<file path="src/hdl/y86_pkg.sv">
// Shared constants, codes and controller/datapath types for the Y86-64 step core.
package y86_pkg;

    localparam int MEM_BYTES = 65536;
    localparam int AW        = $clog2(MEM_BYTES);
    localparam int NREGS     = 15;

    typedef enum logic [1:0] {
        ST_AOK = 2'd0,
        ST_HLT = 2'd1,
        ST_ADR = 2'd2,
        ST_INS = 2'd3
    } stat_t;

    typedef enum logic [1:0] {
        REQ_LOAD = 2'd0,
        REQ_EXEC = 2'd1,
        REQ_RREG = 2'd2,
        REQ_RDQ  = 2'd3
    } req_t;

    localparam logic [3:0] I_HALT  = 4'h0;
    localparam logic [3:0] I_NOP   = 4'h1;
    localparam logic [3:0] I_CMOV  = 4'h2;
    localparam logic [3:0] I_IRMOV = 4'h3;
    localparam logic [3:0] I_RMMOV = 4'h4;
    localparam logic [3:0] I_MRMOV = 4'h5;
    localparam logic [3:0] I_OPQ   = 4'h6;
    localparam logic [3:0] I_JXX   = 4'h7;
    localparam logic [3:0] I_CALL  = 4'h8;
    localparam logic [3:0] I_RET   = 4'h9;
    localparam logic [3:0] I_PUSH  = 4'hA;
    localparam logic [3:0] I_POP   = 4'hB;

    localparam logic [3:0] F_ADD = 4'h0;
    localparam logic [3:0] F_SUB = 4'h1;
    localparam logic [3:0] F_AND = 4'h2;
    localparam logic [3:0] F_XOR = 4'h3;
    localparam logic [3:0] F_LAST_ALU  = 4'h3;
    localparam logic [3:0] F_LAST_COND = 4'h6;

    localparam logic [3:0] R_SP   = 4'h4;
    localparam logic [3:0] R_NONE = 4'hF;

    typedef enum logic [4:0] {
        CS_CLEAR,
        CS_IDLE,
        CS_LOAD,
        CS_RDQ,
        CS_FETCH0,
        CS_DECODE,
        CS_FREG,
        CS_FCONST,
        CS_READA,
        CS_READB,
        CS_EXEC,
        CS_MEMCHK,
        CS_MEMRD,
        CS_MEMWR,
        CS_WBACK,
        CS_RESP
    } state_t;

    typedef enum logic [2:0] {
        EB_REQ,
        EB_PC,
        EB_PC1,
        EB_CONST,
        EB_DATA
    } eng_base_t;

    typedef enum logic {
        ED_LOAD,
        ED_STORE
    } eng_data_t;

    typedef enum logic [1:0] {
        RS_PROBE,
        RS_SRCA,
        RS_SRCB
    } rd_sel_t;

    typedef struct packed {
        logic      clr_run;
        logic      req_latch;
        logic      eng_start;
        logic      eng_write;
        logic [3:0] eng_n;
        eng_base_t eng_base;
        eng_data_t eng_data;
        rd_sel_t   rd_sel;
        logic      rv_reg_ld;
        logic      rv_word_ld;
        logic      latch_ibyte;
        logic      latch_rbyte;
        logic      latch_valc;
        logic      latch_vala;
        logic      latch_valb;
        logic      latch_exec;
        logic      latch_valm;
        logic      wback;
        logic      set_stat;
        stat_t     new_stat;
    } dp_cmd_t;

    typedef struct packed {
        logic clr_done;
        logic eng_done;
        logic stat_ok;
        logic pc_oob;
        logic icode_bad;
        logic fetch_oob;
        logic halt;
        logic fun_bad;
        logic has_regs;
        logic need_c;
        logic mem_use;
        logic mem_rd;
        logic data_oob;
    } dp_sts_t;

endpackage

</file>
<file path="src/hdl/y86_ctrl.sv">
// Controller: sequences request handling and the phases of one instruction.
module y86_ctrl
    import y86_pkg::*;
(
    input  logic       clk,
    input  logic       rst_n,
    input  logic       in_valid,
    output logic       in_ready,
    input  logic [1:0] req_type,
    output logic       out_valid,
    input  logic       out_ready,
    output dp_cmd_t    cmd,
    input  dp_sts_t    sts
);

    state_t state_reg, state_next;

    always_ff @(posedge clk or negedge rst_n)
    begin
        if (!rst_n)
        begin
            state_reg <= CS_CLEAR;
        end
        else
        begin
            state_reg <= state_next;
        end
    end

    always_comb
    begin
        state_next    = state_reg;
        cmd           = '0;
        cmd.eng_base  = EB_REQ;
        cmd.eng_data  = ED_LOAD;
        cmd.rd_sel    = RS_PROBE;
        cmd.new_stat  = ST_AOK;
        in_ready      = 1'b0;
        out_valid     = 1'b0;

        case (state_reg)
            CS_CLEAR:
            begin
                cmd.clr_run = 1'b1;
                if (sts.clr_done)
                begin
                    state_next = CS_IDLE;
                end
            end
            CS_IDLE:
            begin
                in_ready = 1'b1;
                if (in_valid)
                begin
                    cmd.req_latch = 1'b1;
                    case (req_type)
                        REQ_LOAD:
                        begin
                            cmd.eng_start = 1'b1;
                            cmd.eng_write = 1'b1;
                            cmd.eng_n     = 4'd1;
                            state_next    = CS_LOAD;
                        end
                        REQ_RREG:
                        begin
                            cmd.rv_reg_ld = 1'b1;
                            state_next    = CS_RESP;
                        end
                        REQ_RDQ:
                        begin
                            cmd.eng_start = 1'b1;
                            cmd.eng_n     = 4'd8;
                            state_next    = CS_RDQ;
                        end
                        default:
                        begin
                            if (!sts.stat_ok)
                            begin
                                state_next = CS_RESP;
                            end
                            else if (sts.pc_oob)
                            begin
                                cmd.set_stat = 1'b1;
                                cmd.new_stat = ST_ADR;
                                state_next   = CS_RESP;
                            end
                            else
                            begin
                                cmd.eng_start = 1'b1;
                                cmd.eng_n     = 4'd1;
                                cmd.eng_base  = EB_PC;
                                state_next    = CS_FETCH0;
                            end
                        end
                    endcase
                end
            end
            CS_LOAD:
            begin
                if (sts.eng_done)
                begin
                    state_next = CS_RESP;
                end
            end
            CS_RDQ:
            begin
                if (sts.eng_done)
                begin
                    cmd.rv_word_ld = 1'b1;
                    state_next     = CS_RESP;
                end
            end
            CS_FETCH0:
            begin
                if (sts.eng_done)
                begin
                    cmd.latch_ibyte = 1'b1;
                    state_next      = CS_DECODE;
                end
            end
            CS_DECODE:
            begin
                if (sts.icode_bad)
                begin
                    cmd.set_stat = 1'b1;
                    cmd.new_stat = ST_INS;
                    state_next   = CS_RESP;
                end
                else if (sts.fetch_oob)
                begin
                    cmd.set_stat = 1'b1;
                    cmd.new_stat = ST_ADR;
                    state_next   = CS_RESP;
                end
                else if (sts.halt)
                begin
                    cmd.set_stat = 1'b1;
                    cmd.new_stat = ST_HLT;
                    state_next   = CS_RESP;
                end
                else if (sts.fun_bad)
                begin
                    cmd.set_stat = 1'b1;
                    cmd.new_stat = ST_INS;
                    state_next   = CS_RESP;
                end
                else if (sts.has_regs)
                begin
                    cmd.eng_start = 1'b1;
                    cmd.eng_n     = 4'd1;
                    cmd.eng_base  = EB_PC1;
                    state_next    = CS_FREG;
                end
                else if (sts.need_c)
                begin
                    cmd.eng_start = 1'b1;
                    cmd.eng_n     = 4'd8;
                    cmd.eng_base  = EB_CONST;
                    state_next    = CS_FCONST;
                end
                else
                begin
                    state_next = CS_READA;
                end
            end
            CS_FREG:
            begin
                if (sts.eng_done)
                begin
                    cmd.latch_rbyte = 1'b1;
                    if (sts.need_c)
                    begin
                        cmd.eng_start = 1'b1;
                        cmd.eng_n     = 4'd8;
                        cmd.eng_base  = EB_CONST;
                        state_next    = CS_FCONST;
                    end
                    else
                    begin
                        state_next = CS_READA;
                    end
                end
            end
            CS_FCONST:
            begin
                if (sts.eng_done)
                begin
                    cmd.latch_valc = 1'b1;
                    state_next     = CS_READA;
                end
            end
            CS_READA:
            begin
                cmd.rd_sel     = RS_SRCA;
                cmd.latch_vala = 1'b1;
                state_next     = CS_READB;
            end
            CS_READB:
            begin
                cmd.rd_sel     = RS_SRCB;
                cmd.latch_valb = 1'b1;
                state_next     = CS_EXEC;
            end
            CS_EXEC:
            begin
                cmd.latch_exec = 1'b1;
                state_next     = CS_MEMCHK;
            end
            CS_MEMCHK:
            begin
                if (!sts.mem_use)
                begin
                    state_next = CS_WBACK;
                end
                else if (sts.data_oob)
                begin
                    cmd.set_stat = 1'b1;
                    cmd.new_stat = ST_ADR;
                    state_next   = CS_RESP;
                end
                else
                begin
                    cmd.eng_start = 1'b1;
                    cmd.eng_n     = 4'd8;
                    cmd.eng_base  = EB_DATA;
                    cmd.eng_data  = ED_STORE;
                    cmd.eng_write = !sts.mem_rd;
                    state_next    = sts.mem_rd ? CS_MEMRD : CS_MEMWR;
                end
            end
            CS_MEMRD:
            begin
                if (sts.eng_done)
                begin
                    cmd.latch_valm = 1'b1;
                    state_next     = CS_WBACK;
                end
            end
            CS_MEMWR:
            begin
                if (sts.eng_done)
                begin
                    state_next = CS_WBACK;
                end
            end
            CS_WBACK:
            begin
                cmd.wback  = 1'b1;
                state_next = CS_RESP;
            end
            CS_RESP:
            begin
                out_valid = 1'b1;
                if (out_ready)
                begin
                    state_next = CS_IDLE;
                end
            end
            default:
            begin
                state_next = CS_IDLE;
            end
        endcase
    end

endmodule

</file>
<file path="config.mk">
export PLATFORM = sky130hd
export DESIGN_NAME = y86_ctrl
export DESIGN_NICKNAME = d
export VERILOG_FILES = /design/src/hdl/y86_pkg.sv /design/src/hdl/y86_ctrl.sv
export SDC_FILE = /design/constraint.sdc
export NUM_CORES = 1
export LEC_CHECK = 0
export BUFFER_PORTS_ARGS = -buffer_cell sky130_fd_sc_hd__buf_2
export CORE_MARGIN = 4
export CORE_UTILIZATION = 47
export DETAILED_ROUTE_END_ITERATION = 10
export PLACE_DENSITY = 0.89
export SYNTH_ARGS = -nofsm -noshare
export SYNTH_HDL_FRONTEND = slang
export SYNTH_SLANG_ARGS = --single-unit
export TNS_END_PERCENT = 30
</file>
<file path="constraint.sdc">
create_clock -name clk -period 4.41 [get_ports clk]
set_clock_uncertainty 0.1 [all_clocks]
set_input_delay 0.441 -clock clk [delete_from_list [all_inputs] [get_ports clk]]
set_output_delay 0.441 -clock clk [all_outputs]
set_load 0.05 [all_outputs]
</file>
* After elaboration in Yosys (flattened, before gate mapping)
Index checks and enable logic that the tools add are counted.
** Storage, ports and cells
- Flip-flop bits (word level) :: 5
- Input port bits :: 19
- Logic and storage cells :: 113
** Operators by class
- Equality and inequality tests :: 25
- Muxes and demuxes :: 79
- Reduce and logical (&&, ||, !) cells :: 8
** Operator list (number)
- $mux W5 :: 15
- $pmux W5 S14 :: 1
- $mux W7 :: 7
- $eq A5 B4 Y1 const B :: 8
- $mux W3 :: 11
- $mux W10 :: 3
- $mux W1 :: 29
- $pmux W7 S4 :: 1
- $eq A5 B3 Y1 const B :: 4
- $mux W4 :: 4
- $pmux W5 S3 :: 1
- $ne A2 B2 Y1 const B :: 6
- $pmux W4 S3 :: 1
- $eq A5 B2 Y1 const B :: 2
- $pmux W3 S3 :: 1
- $reduce_and A8 Y1 :: 1
- $reduce_or A2 Y1 :: 3
- $eq A5 B1 Y1 const B :: 1
- $logic_not A5 Y1 :: 1
- $eq A2 B2 Y1 const B :: 2
- $ne A2 B1 Y1 const B :: 2
- $pmux W1 S2 :: 2
- $pmux W1 S4 :: 1
- $pmux W2 S2 :: 1
- 4 further kinds :: 4

* Depth between registers and ports, before layout
- Word-level depth :: 7
- Mapped depth :: 7

* Worst setup path before layout
Ideal clock, no wire load.
- Path type :: register -> output
- From :: reg state_reg[2]
- To :: out cmd[16] in the netlist's numbering
- Arrival time :: 3.600 ns
- Data required time :: 3.869 ns
- Setup slack :: 0.269 ns
- Stages on the path, launching flop included :: 7
- Path buffers :: 2
- Cells stage by stage :: dfrtp_1 clkbuf_1 nor4b_2 and2_0 clkbuf_1 nand3_1 o21ai_0
** RTL lines
- from (decl) :: line y86_ctrl.sv:16 : state_t state_reg, state_next;
- from (signal assigned) :: line y86_ctrl.sv:26 : state_reg <= state_next;
- to (decl) :: line y86_ctrl.sv:12 : output dp_cmd_t cmd,

==> flow_metrics.tcl <==
set metrics [dict create \
    layout_min_cycle_time_ps 2942 \
    clk_latency_ps 250 \
    fin_hold_ws_ps 440.3 \
    async_flop_share_pct 100.0 \
    setup_violations 0 \
    grt_pass1_wl_microns 4202 \
    first_pass_iters 4 \
    cts_setup_buffers 0 \
    port_buffers 45 \
    cts-root-buf "clkbuf_4" \
    relSlewSlack_pct 61.15 \
    gr-total-overflow 0 \
    peakVddDrop_v 0.0002803 \
    clock-sinks 4 \
    pwr_density_cell_mw_per_mm2 672.2 \
    die_area_sq_mm 0.002580 \
    post-route-period-util_pct 66.71 \
    dp_hpwl_microns 2041 \
    antenna_found_initial 0 \
    pin_count 48 \
    regArea_sq_um 100.1 \
    h-tree-depth 1 \
    synth_edf_count 0 \
    die_w_microns 50.80 \
    wl_per_cell_microns 13.87 \
    core_sq_mm 0.001727 \
    first_iter_violations 50 \
    grt_pass1_vias 1004 \
    drc 0 \
    synth_area_sq_um 860.8 \
    crit_type "reg -> out" \
    slew_violations 0 \
    rsz0062_at_grt "no" \
    worstRegToRegCells 5 \
    tightestPinTransition_ps 582.7 \
    clockBufferDepth 2 \
    syn_avg_cell_area_sq_um 6.472 \
    initial_core_util_pct 49.86 \
    hold_viol 0 \
    ys_types 39 \
    numCtsBuffers 3 \
    max_freq_mhz 339.9 \
    synth_seq_cells 4 \
    cp_max_fo 19 \
    largest_register_ffs 4 \
    die_y_microns 50.80 \
    wl_microns 2705 \
    crit_required_ps 3870 \
    worst_r2r_endpoint "state_reg[0]$_DFFE_PN0P_" \
    hp-class "in -> async" \
    reg2reg_from "state_reg[1]$_DFFE_PN0P_" \
    synth_flop_cell "dfrtp_1" \
    regToRegSetupSlack_ps 2170 \
    rows 15 \
    vias 1131 \
    syn_inst 133 \
    ant_nets 0 \
    cts_tree "yes" \
    cp-end-kind "output port" \
    status "completed" \
    cp.arrival_ps 2400 \
    final_nets 197 \
    vias_per_cell 5.800 \
    setup_tns_ps 0 \
    grt_max_degree 20 \
    crit_path_start_kind "flop" \
    cts_resized 0 \
    nFillCells 169 \
    diodes 0 \
    place.gp.congestion 0.9369 \
    p_leak_uw 0.0005773 \
    cts.clk_slew.worst_paths_ps 40 \
    ys.warnings.count 0 \
    drive_gt1_share_pct 30.59 \
    grt_use_total_pct 20.87 \
    area_growth_pct 26.45 \
    multi_input_area_sq_um 665.6 \
    drv_cap 0 \
    ys_seq_area_share_pct 11.63 \
]
## cells in the mapped netlist, types with 2 or more instances
library cell   n  area, sq um
buf_4          3        22.52
or4_1          2        15.01
o31ai_1        3        22.52
nand3_1        3        15.01
buf_2          4        20.02
nor4_1         3        18.77
a21oi_1        4        20.02
nor3_1        14        70.07
nand2b_1       5        31.28
nor2_1        15        56.30
a22oi_1        2        15.01
nor4b_1        2        17.52
o21ai_0        9        45.04
and3_1         2        12.51
o21a_1         2        15.01
clkbuf_1       5        18.77
nor2b_1        3        18.77
inv_1          9        33.78
ha_1           6        75.07
nand2_1       12        45.04
a31oi_1        2        12.51
dfrtp_1        4        100.1
o22ai_1        3        18.77
## final cells by class
class	instances	area share [%]
multi-input combinational	108	61.15
timing repair buffer	46	21.61
sequential	4	9.195
inverter	9	3.103
tap	25	2.874
clock buffer	3	2.069
## routing by layer
layer	track usage, %	vias up	part of all wire (%)
li1	-	553	-
met1	25.44	498	41
met2	35.87	72	49
met3	2.374	8	8.4
met4	10.31	0	1.7
met5	0	-	0
## placed cells by master, fill, tap and decap left out, drive strengths merged, types with 3 or more instances in the layout
master	netlist	final
nand2	12	12
buf	8	45
inv	9	9
o22ai	3	3
o21ai	10	10
a21oi	4	4
o31ai	3	3
nor2b	3	3
nor3	14	14
nor4b	3	3
nor2	15	15
dfrtp	4	4
nand3	3	3
nor4	4	4
clkbuf	5	3
ha	6	6
nand2b	5	5
## timing repair
action                     in CTS  in global routing
hold endpoints to repair        4                  0
setup endpoints to repair       0                  0
hold buffers                    1                  0
## cells by family after synthesis
family | after synthesis | synth area share [%]
muxes | 1 | 1.308
DFF | 4 | 11.63
and+or+nand+nor | 66 | 40.55
AOI/OAI and AO/OA | 33 | 25.87
buffers and inverters | 22 | 11.48
adders and majority gates | 6 | 8.721
other | 1 | 0.4356
## report_power, final
part	internal [uW]	total [uW]	switching, uW
clock network	30.6	48.3	17.7
logic	167	538	371
registers	57.1	145	88.0
total	255	732	476
## critical path, stage by stage, from the launching register on
cell	delay, ps
dfrtp_1	680
nor4b_2	450
and2_0	350
and3_1	220
a22oi_1	90
nand2_1	90
buf_2	270
## worst max path at each step
stage	from	slack, ps	end	cells past startpoint
6_report	state_reg[0]$_DFFE_PN0P_	1470	cmd[1]	6
2_1_floorplan	state_reg[2]$_DFFE_PN0P_	270	cmd[16]	6
5_1_grt	state_reg[0]$_DFFE_PN0P_	1270	cmd[1]	6
4_1_cts	state_reg[0]$_DFFE_PN0P_	1530	cmd[1]	6
3_5_place_dp	state_reg[0]$_DFFE_PN0P_	1810	cmd[1]	6
3_3_place_gp	state_reg[0]$_DFFE_PN0P_	1860	cmd[1]	6
## stage by stage
stage / power [uW] / setup slack [ps] / utilization (%) / instance area [sq um] / cells
floorplan: 576.8 / 269.0 / - / 864.6 / 134
CTS: 723.8 / 1529 / 63.04 / 1089 / 195
global route: 781.4 / 1274 / 63.04 / 1089 / 195
detailed placement: 668.8 / 1806 / 61.16 / 1056 / 191
global placement: 657.5 / 1864 / 61.16 / 1056 / 191
finish: 731.7 / 1468 / 63.04 / 1089 / 195
(Power assumes the default switching activity.)
